==> config.mk <==
export PLATFORM = sky130hd
export DESIGN_NAME = image_session_crc_validator
export DESIGN_NICKNAME = d
export VERILOG_FILES = /design/src/isv_pkg.sv /design/src/isv_crc8.sv /design/src/isv_session.sv /design/src/image_session_crc_validator.sv
export VERILOG_INCLUDE_DIRS = /design/src /design/src/src
export SDC_FILE = /design/constraint.sdc
export NUM_CORES = 1
export LEC_CHECK = 0
export BUFFER_PORTS_ARGS = -buffer_cell sky130_fd_sc_hd__buf_2
export CAP_MARGIN = 20
export CORE_ASPECT_RATIO = 0.9
export CORE_MARGIN = 4
export CORE_UTILIZATION = 50
export CTS_CLUSTER_SIZE = 12
export DETAILED_ROUTE_END_ITERATION = 10
export GPL_ROUTABILITY_DRIVEN = 0
export PLACE_DENSITY_LB_ADDON = 0.2
export SYNTH_ARGS = -nofsm -noshare
export SYNTH_HDL_FRONTEND = slang
export SYNTH_SLANG_ARGS = --single-unit
==> constraint.sdc <==
create_clock -name clk -period 4.7 [get_ports clk]
set_input_delay 0.94 -clock clk [delete_from_list [all_inputs] [get_ports clk]]
set_output_delay 0.94 -clock clk [all_outputs]
set_load 0.1 [all_outputs]
==> src/assert_macros.svh <==
// assertion helpers shared by the rtl
`ifndef ASSERT_MACROS_SVH
`define ASSERT_MACROS_SVH

// checked only while out of reset
`define ISV_ASSERT(name, clk, rst_n, prop) \
    name: assert property (@(posedge clk) disable iff (!rst_n) prop) \
        else $error("isv assertion failed");

// checked on every edge, reset included
`define ISV_ASSERT_ALWAYS(name, clk, prop) \
    name: assert property (@(posedge clk) prop) \
        else $error("isv assertion failed");

`endif

==> src/isv_pkg.sv <==
package isv_pkg;

    localparam logic [31:0] CRC_POLY        = 32'hEDB8_8320;
    localparam logic [31:0] CRC_ALL_ONES    = 32'hFFFF_FFFF;
    localparam logic [31:0] MAX_IMAGE_RESET = 32'd10485760;
    localparam logic [15:0] TIMEOUT_RESET   = 16'd10;
    localparam logic [15:0] IDLE_MAX        = 16'hFFFF;
    localparam int          CRC_BITS        = 8;

    localparam logic CFG_MAX_IMAGE = 1'b0;
    localparam logic CFG_TIMEOUT   = 1'b1;

    typedef enum logic [1:0] {
        MODE_START = 2'd0,
        MODE_DATA  = 2'd1,
        MODE_STOP  = 2'd2,
        MODE_TICK  = 2'd3
    } mode_t;

    typedef enum logic [2:0] {
        ST_OK            = 3'd0,
        ST_BAD_SIZE      = 3'd1,
        ST_BUSY          = 3'd2,
        ST_OVERFLOW      = 3'd3,
        ST_SIZE_MISMATCH = 3'd4,
        ST_CRC_MISMATCH  = 3'd5,
        ST_TIMEOUT       = 3'd6,
        ST_NO_SESSION    = 3'd7
    } status_t;

    typedef struct packed {
        mode_t       mode;
        logic [7:0]  byte_value;
        logic [31:0] image_size;
        logic [31:0] expected_crc;
    } item_t;

    typedef struct packed {
        status_t     status;
        logic        store_valid;
        logic [7:0]  store_byte;
        logic        session_open;
        logic        image_valid;
    } result_t;

endpackage

==> src/isv_crc8.sv <==
module isv_crc8 (
    input  logic [31:0] crc,
    input  logic [7:0]  data,
    output logic [31:0] crc_out
);
    import isv_pkg::*;

    logic [31:0] acc;

    // reflected crc-32, one bit per step
    always_comb
    begin
        acc = crc ^ {24'd0, data};
        for (int i = 0; i < CRC_BITS; i++)
        begin
            if (acc[0])
                acc = (acc >> 1) ^ CRC_POLY;
            else
                acc = acc >> 1;
        end
        crc_out = acc;
    end

endmodule

==> src/isv_session.sv <==
`include "assert_macros.svh"

module isv_session (
    input  logic            clk,
    input  logic            rst_n,
    input  logic            en,
    input  isv_pkg::item_t  item,
    input  logic [31:0]     max_image_bytes,
    input  logic [15:0]     timeout_seconds,
    output isv_pkg::result_t res
);
    import isv_pkg::*;

    logic        active_reg, active_next;
    logic [31:0] size_reg, size_next;
    logic [31:0] tcrc_reg, tcrc_next;
    logic [31:0] cnt_reg, cnt_next;
    logic [31:0] crc_reg, crc_next;
    logic [15:0] idle_reg, idle_next;
    logic [31:0] crc_upd;
    logic [15:0] idle_inc;

    isv_crc8 u_crc8 (
        .crc     (crc_reg),
        .data    (item.byte_value),
        .crc_out (crc_upd)
    );

    assign idle_inc = (idle_reg == IDLE_MAX) ? idle_reg : idle_reg + 16'd1;

    always_comb
    begin
        active_next      = active_reg;
        size_next        = size_reg;
        tcrc_next        = tcrc_reg;
        cnt_next         = cnt_reg;
        crc_next         = crc_reg;
        idle_next        = idle_reg;
        res.status       = ST_OK;
        res.store_valid  = 1'b0;
        res.store_byte   = 8'd0;
        res.image_valid  = 1'b0;
        if (en)
        begin
            unique case (item.mode)
                MODE_START:
                begin
                    if (active_reg)
                        res.status = ST_BUSY;
                    else if (item.image_size == 32'd0 ||
                             item.image_size > max_image_bytes)
                        res.status = ST_BAD_SIZE;
                    else
                    begin
                        active_next = 1'b1;
                        size_next   = item.image_size;
                        tcrc_next   = item.expected_crc;
                        cnt_next    = 32'd0;
                        crc_next    = CRC_ALL_ONES;
                        idle_next   = 16'd0;
                    end
                end
                MODE_DATA:
                begin
                    if (!active_reg)
                        res.status = ST_NO_SESSION;
                    else if (cnt_reg >= size_reg)
                    begin
                        res.status  = ST_OVERFLOW;
                        active_next = 1'b0;
                        size_next   = 32'd0;
                        tcrc_next   = 32'd0;
                        cnt_next    = 32'd0;
                        crc_next    = 32'd0;
                        idle_next   = 16'd0;
                    end
                    else
                    begin
                        cnt_next        = cnt_reg + 32'd1;
                        crc_next        = crc_upd;
                        idle_next       = 16'd0;
                        res.store_valid = 1'b1;
                        res.store_byte  = item.byte_value;
                    end
                end
                MODE_STOP:
                begin
                    if (!active_reg)
                        res.status = ST_NO_SESSION;
                    else
                    begin
                        if (cnt_reg != size_reg)
                            res.status = ST_SIZE_MISMATCH;
                        else if ((crc_reg ^ CRC_ALL_ONES) != tcrc_reg)
                            res.status = ST_CRC_MISMATCH;
                        else
                            res.image_valid = 1'b1;
                        active_next = 1'b0;
                        size_next   = 32'd0;
                        tcrc_next   = 32'd0;
                        cnt_next    = 32'd0;
                        crc_next    = 32'd0;
                        idle_next   = 16'd0;
                    end
                end
                MODE_TICK:
                begin
                    if (active_reg)
                    begin
                        idle_next = idle_inc;
                        if (idle_inc > timeout_seconds)
                        begin
                            res.status  = ST_TIMEOUT;
                            active_next = 1'b0;
                            size_next   = 32'd0;
                            tcrc_next   = 32'd0;
                            cnt_next    = 32'd0;
                            crc_next    = 32'd0;
                            idle_next   = 16'd0;
                        end
                    end
                end
                default:
                begin
                    res.status = ST_OK;
                end
            endcase
        end
        res.session_open = active_next;
    end

    always_ff @(posedge clk or negedge rst_n)
    begin
        if (!rst_n)
        begin
            active_reg <= 1'b0;
            size_reg   <= 32'd0;
            tcrc_reg   <= 32'd0;
            cnt_reg    <= 32'd0;
            crc_reg    <= 32'd0;
            idle_reg   <= 16'd0;
        end
        else
        begin
            active_reg <= active_next;
            size_reg   <= size_next;
            tcrc_reg   <= tcrc_next;
            cnt_reg    <= cnt_next;
            crc_reg    <= crc_next;
            idle_reg   <= idle_next;
        end
    end

    // closed session holds cleared counters
    `ISV_ASSERT_ALWAYS(a_closed_clear, clk,
        !active_reg |-> (cnt_reg == 32'd0 && crc_reg == 32'd0 && idle_reg == 16'd0))
    // byte count never passes the target
    `ISV_ASSERT(a_cnt_bound, clk, rst_n, cnt_reg <= size_reg)
    // stored byte advances the count by one
    `ISV_ASSERT(a_store_count, clk, rst_n,
        (en && res.store_valid) |=> (cnt_reg == $past(cnt_reg) + 32'd1))

endmodule

==> src/image_session_crc_validator.sv <==
// channel  direction  handshake             payload
// in       input      in_valid / in_stall    mode, byte_value, image_size, expected_crc
// out      output     out_valid / out_stall  status, store_valid, store_byte,
//                                            session_open, image_valid
// cfg      input      cfg_we                 cfg_index, cfg_wdata
//
// one word per cycle while out_stall is low; a word moves from input to result register
// on the next edge unless the result is stalled, crc byte update and checks sit between
// reset clears session state, registers go to 10485760 bytes and 10 seconds
// a stalled result holds; the input register still loads while it is empty or its
// word moves on, so in_stall rises only when both are full and out_stall is high

`include "assert_macros.svh"

module image_session_crc_validator (
    input  logic        clk,
    input  logic        rst_n,
    input  logic        in_valid,
    output logic        in_stall,
    input  logic [1:0]  mode,
    input  logic [7:0]  byte_value,
    input  logic [31:0] image_size,
    input  logic [31:0] expected_crc,
    output logic        out_valid,
    input  logic        out_stall,
    output logic [2:0]  status,
    output logic        store_valid,
    output logic [7:0]  store_byte,
    output logic        session_open,
    output logic        image_valid,
    input  logic        cfg_we,
    input  logic        cfg_index,
    input  logic [31:0] cfg_wdata
);
    import isv_pkg::*;

    logic        in_vld_reg, in_vld_next;
    item_t       item_reg;
    logic        out_vld_reg, out_vld_next;
    result_t     res_reg;
    result_t     res_comb;
    logic [31:0] max_img_reg;
    logic [15:0] timeout_reg;
    logic        take;
    logic        advance;

    assign advance     = in_vld_reg & (~out_vld_reg | ~out_stall);
    assign in_stall    = in_vld_reg & ~advance;
    assign take        = in_valid & ~in_stall;
    assign in_vld_next = take | (in_vld_reg & ~advance);
    assign out_vld_next = advance | (out_vld_reg & out_stall);

    isv_session u_session (
        .clk             (clk),
        .rst_n           (rst_n),
        .en              (advance),
        .item            (item_reg),
        .max_image_bytes (max_img_reg),
        .timeout_seconds (timeout_reg),
        .res             (res_comb)
    );

    // config registers
    always_ff @(posedge clk or negedge rst_n)
    begin
        if (!rst_n)
        begin
            max_img_reg <= MAX_IMAGE_RESET;
            timeout_reg <= TIMEOUT_RESET;
        end
        else if (cfg_we)
        begin
            unique case (cfg_index)
                CFG_MAX_IMAGE: max_img_reg <= cfg_wdata;
                CFG_TIMEOUT:   timeout_reg <= cfg_wdata[15:0];
                default:       max_img_reg <= max_img_reg;
            endcase
        end
    end

    always_ff @(posedge clk or negedge rst_n)
    begin
        if (!rst_n)
        begin
            in_vld_reg  <= 1'b0;
            out_vld_reg <= 1'b0;
        end
        else
        begin
            in_vld_reg  <= in_vld_next;
            out_vld_reg <= out_vld_next;
        end
    end

    always_ff @(posedge clk)
    begin
        if (take)
            item_reg <= '{mode: mode_t'(mode), byte_value: byte_value,
                          image_size: image_size, expected_crc: expected_crc};
        if (advance)
            res_reg <= res_comb;
    end

    assign out_valid    = out_vld_reg;
    assign status       = res_reg.status;
    assign store_valid  = res_reg.store_valid;
    assign store_byte   = res_reg.store_byte;
    assign session_open = res_reg.session_open;
    assign image_valid  = res_reg.image_valid;

    // input holds back only when both stages are full and the output stalls
    `ISV_ASSERT(a_stall_cause, clk, rst_n,
        in_stall |-> (in_vld_reg && out_vld_reg && out_stall))
    // a good image closes the session with ok status
    `ISV_ASSERT(a_image_ok, clk, rst_n,
        (out_valid && image_valid) |-> (status == ST_OK && !session_open))
    // a stored word leaves the session open with ok status
    `ISV_ASSERT(a_store_ok, clk, rst_n,
        (out_valid && store_valid) |-> (status == ST_OK && session_open && !image_valid))

endmodule

# == Word-level counts from Yosys, hierarchy flattened ==
# Index checks and enable logic that the tools add are counted.
# classes
muxes,56
n_reduce_logical,12
bitwise,25
order_cmp,3
addsub,2
eq_ne,14
# ops
operator,count
32-bit 2-to-1 mux,25
32-bit one-hot mux with 4 select lines,4
13-bit NOT with 14-bit output,8
16-bit 2-to-1 mux,6
32-bit != test,2
16-bit one-hot mux with 3 select lines,1
"32-bit by 1-bit adder with 32-bit output, second input constant",1
32-bit >= comparator,1
32-bit > comparator,1
32-bit zero test,1
32-bit NOT,1
32-bit by 8-bit XOR with 32-bit output,1
3-bit 2-to-1 mux,7
"16-bit by 1-bit adder with 16-bit output, second input constant",1
"16-bit equality test, second input constant",1
16-bit > comparator,1
"2-bit by 1-bit != test with 1-bit output, second input constant",6
3-bit one-hot mux with 4 select lines,1
1-bit 2-to-1 mux,9
9-bit 2-to-1 mux,1
1-bit NOT,8
8-bit AND reduction,1
7-bit AND reduction,1
2-bit AND reduction,3
12 further kinds,20
# totals
word_cells,131
reg_bits,283
output_inout_bits,16

# == Depth between registers and ports, before layout ==
# logic_depth
word_depth,20
mapped_depth,19
depth_no_buf,16

# == By module ==
# Synthesis repeated with hierarchy kept, for this count alone.
# unflattened
cells_unflattened,1387
area_unflattened_um2,15574.9
# by_module_without_submodules
mod,cells_per_inst,seq_area_each_um2,instances,area_each_um2
isv_session,1124,3628.5,1,9945.8
image_session_crc_validator,199,3898.7,1,4674.5
isv_crc8,64,0.0,1,954.7

# == Worst setup path after synthesis ==
# OpenSTA, ideal clock, no wires.
# synth_timing
kind,reg2reg
start,register u_session.idle_reg[3]
end,register u_session.cnt_reg[27]
stages_incl_launch_ff,19
synth_period_minus_slack_ns,4.125
t_arrival_ns,3.999
required_time_ns,4.574
n_path_buf,4
path_slack_ns,0.575
path_cell_list,dfrtp_1 -> clkbuf_1 -> nand4_1 -> nor4_1 -> and3_1 -> clkbuf_1 -> nor2_1 -> and4_1 -> xor2_1 -> ha_1 -> nand2_1 -> nor4_1 -> o21ai_0 -> a32oi_2 -> and3_1 -> clkbuf_1 -> nand2b_4 -> buf_6 -> a221o_1
# synth_between
elab_chain_len,5
elab_cells_between_ends,6
# synth_rtl
item,line,rtl
from (decl),isv_session.sv:19,"logic [15:0] idle_reg, idle_next;"
from (signal assigned),isv_session.sv:150,idle_reg <= idle_next;
16-bit by 1-bit adder with 16-bit output / 16-bit equality test (equally long branches),isv_session.sv:29,assign idle_inc = (idle_reg == IDLE_MAX) ? idle_reg : idle_reg + 16'd1;
16-bit 2-to-1 mux *,isv_session.sv:29,
16-bit > comparator *,isv_session.sv:111,if (idle_inc > timeout_seconds)
2-bit by 1-bit != test with 1-bit output (no source line) *,n/a,
7-bit AND reduction (no source line) *,n/a,
to (signal assigned),isv_session.sv:148,cnt_reg <= cnt_next;
to (decl),isv_session.sv:17,"logic [31:0] cnt_reg, cnt_next;"
# Every way passes the cells marked *; elsewhere a longest branch is shown, timed or not.
# A chain may end at the register's enable or synchronous reset.

# == Worst setup path in the final report ==
# layout_timing
start,register u_session.idle_reg[0]
end,register u_session.cnt_reg[9]
# The elaborated chain is that of the path after synthesis.

==> results.toml <==
[cts]
cts-root-buf = "clkbuf_16"
numCtsBuffers = 31
cts_hold_buf = 0
htree_levels = 1
cts_buffer_depth = 3
cts.clk_slew.worst_paths_ns = 0.06
clock_sinks = 283
cts_tree = "yes"
clkLatencyLatePin_ns = 0.55

[power_and_ir_drop]
p_total_mw = 9.11
p_per_area_nw_per_um2 = 534
max-vdd-ir-drop_mv = 0.344
total_leakage_power_nw = 7.55

[outcome]
status = "finished clean"

[layout]
antenna_cells = 0
drive_gt1_share_pct = 15.3
fin_area_um2 = 17100
largest_reg_flops = 74
fill_cells = 2528
final_cells = 1973
final_common_cell = "dfrtp_1"
syn_to_final_growth_pct = 13.4
layout_common_cells = "dfrtp_1, inv_1, nand2_1, buf_2, mux2i_1"
nNetsFinal = 1752

[grt]
grt_overflow = 0
grt_pass1_wl_um = 57300
grt_pass1_vias = 10700
grt_usage_pct = 21.1
grt_max_degree = 148
antenna_found_initial = 0

[timing]
post-route-period-util_pct = 92.8
grt_setup_unrepaired = "false"
skew_ns = 0.0168
clock.fmax_ghz = 0.229
period_needed_ns = 4.36
max_slew.worst_pin.slew_ns = 1.04
slew_viol_final = 0
finalSetupViolations = 0
fin_setup_tns_ns = 0
final-hold-violation-count = 0
relSlewSlack_pct = 30.8
fin_hold_ws_ns = 0.324

[worst_setup_path]
worstPathArrival_ns = 4.85
critPathLaunch = "u_session.idle_reg[0]"
startpoint_type = "flip-flop"
critPathKind = "reg2reg"
endpoint = "u_session.cnt_reg[9]"
r2r-start = "u_session.idle_reg[0]"
critPathMaxFanout = 26
r2r_cells = 17
cp.required_ns = 5.19
r2r_slack_ns = 0.34
end_kind = "flip-flop"
r2r-end = "u_session.cnt_reg[9]"

[synth]
synth_top_cell_area_share_pct = 31.8
synth_cells = 1425
synth_top_area_cell = "dfrtp_1"
synth.avg_cell_area_um2 = 10.6
seq_area_frac_synth_pct = 50.0
ys_ff_latch = 283
synthFlopType = "dfrtp_1"
synth_area_leaders = "dfrtp_1, edfxtp_1, ha_1"
synth_fp_nets = 1624
synth_edf_count = 88
syn_area_um2 = 15000
synthArstFlopShare_pct = 68.9
ys_types = 66
ys.warnings.count = 0

[floorplan]
io_pins = 128
dieArea_um2 = 32900
num_rows = 59
die_h_um = 173
core_um2 = 29300
start_util_pct = 51.3
die_w_um = 191

[detailed_routing]
drc = 0
ant_nets = 0
wirelength_um = 35300
vias = 10800
drt_iter0_markers = 891
wl_per_cell_um = 17.9
dr.pass1.iters = 5
via_per_inst = 5.45

[run]
max_cap_violations = 0

[placed_design]
placed_area_um2 = 16000
portBuffers = 127
dp.cells = 1909
dpl.hpwl_um = 25300

[hold_path]
hp-class = "in2async"
## layer usage
| metal | routed length (um) | track usage [%] | up-vias | part of all wire, % |
|---|---|---|---|---|
| li1 | - | - | 5249 | - |
| met5 | 0 | 0 | - | 0 |
| met3 | 1730 | 3.13 | 51 | 4.9 |
| met2 | 15300 | 31.5 | 240 | 43 |
| met4 | 568 | 3.83 | 0 | 1.6 |
| met1 | 17700 | 33.3 | 5213 | 50 |
## worst max-delay path, stage by stage, from the launching register on
cell and delay, ns:
dfrtp_1 0.44, ha_1 0.25, nand2_1 0.18, nor4_4 0.06
and3_2 0.24, nor2_1 0.31, nand4_1 0.18, xor2_1 0.21
inv_1 0.08, ha_1 0.29, nand4_1 0.12, nor4_1 0.23
o21ai_0 0.20, a32oi_2 0.34, nand3_2 0.26, buf_4 0.29
or4_1 0.50, nand3_1 0.09
## cell type report
type	instances	area [um^2]	share of cell area, %
clock buffers	42	837	4.91
clock inverters	15	121	0.711
inverters	155	582	3.41
multi-input cells	928	6600	38.7
flip-flops and latches	283	7530	44.1
well taps	396	495	2.90
repair buffers	154	897	5.26
## what timing repair did
item / 4_1_cts / 5_1_grt
buffers inserted: 0 / 7
resized for setup: 0 / 3
setup endpoints to repair: 0 / 122
## cells in the mapped netlist (4+ instances only)
| master | count |
|---|---|
| nor2_1 | 41 |
| a31oi_1 | 19 |
| nand4_1 | 28 |
| nand2b_1 | 8 |
| xor2_1 | 55 |
| o21a_1 | 4 |
| edfxtp_1 | 88 |
| a21oi_1 | 63 |
| and2_1 | 7 |
| a21o_1 | 5 |
| o31ai_1 | 9 |
| mux2_2 | 25 |
| and3_1 | 26 |
| dfrtp_1 | 191 |
| clkbuf_1 | 37 |
| buf_2 | 9 |
| nor3_1 | 27 |
| ha_1 | 87 |
| inv_1 | 155 |
| a221o_1 | 7 |
| mux2i_1 | 92 |
| nor4_1 | 18 |
| dfstp_2 | 4 |
| nand2_1 | 151 |
| buf_12 | 7 |
| o41ai_1 | 8 |
| and4_1 | 4 |
| a211oi_1 | 5 |
| o21ai_0 | 87 |
| xnor2_1 | 59 |
| nand3_1 | 40 |
| or4_1 | 5 |
## report_power, final
group | leakage (nW) | internal (mW) | switching (mW)
Clock | 0.472 | 1.35 | 0.975
Sequential | 3.34 | 3.09 | 0.466
Combinational | 3.74 | 1.39 | 1.84
## stage by stage
stage	setup WS (ns)	util, %
3_3_place_gp	0.344	54.7
5_1_grt	0.0207	58.2
6_report	0.338	58.2
2_1_floorplan	0.575	-
4_1_cts	0.147	57.9
3_5_place_dp	0.152	54.7
## cells by family (layout without fill, tap and decap cells)
family / after synthesis / count (layout) / share of synthesized area [%]
xor gates and xnor gates: 114 / 114 / 6.64
adders and majority gates: 87 / 87 / 7.23
buffers and inverters: 214 / 366 / 6.37
muxes: 117 / 117 / 7.99
DFF: 283 / 283 / 50.0
AOI/OAI and AO/OA: 239 / 239 / 9.72
and+or+nand+nor: 371 / 371 / 12.0
## worst min-delay path by stage
stage	slack (ns)	depth (start not counted)	start	to
3_5_place_dp	0.48	1	in_vld_reg	out_valid
4_1_cts	0.33	1	rst_n	u_session.tcrc_reg[9]
6_report	0.32	1	rst_n	u_session.tcrc_reg[22]
3_3_place_gp	0.46	1	in_vld_reg	out_valid
2_1_floorplan	0.45	1	in_vld_reg	out_valid
5_1_grt	0.35	1	rst_n	u_session.tcrc_reg[22]
No activity file was read; power rests on OpenSTA's default activity.
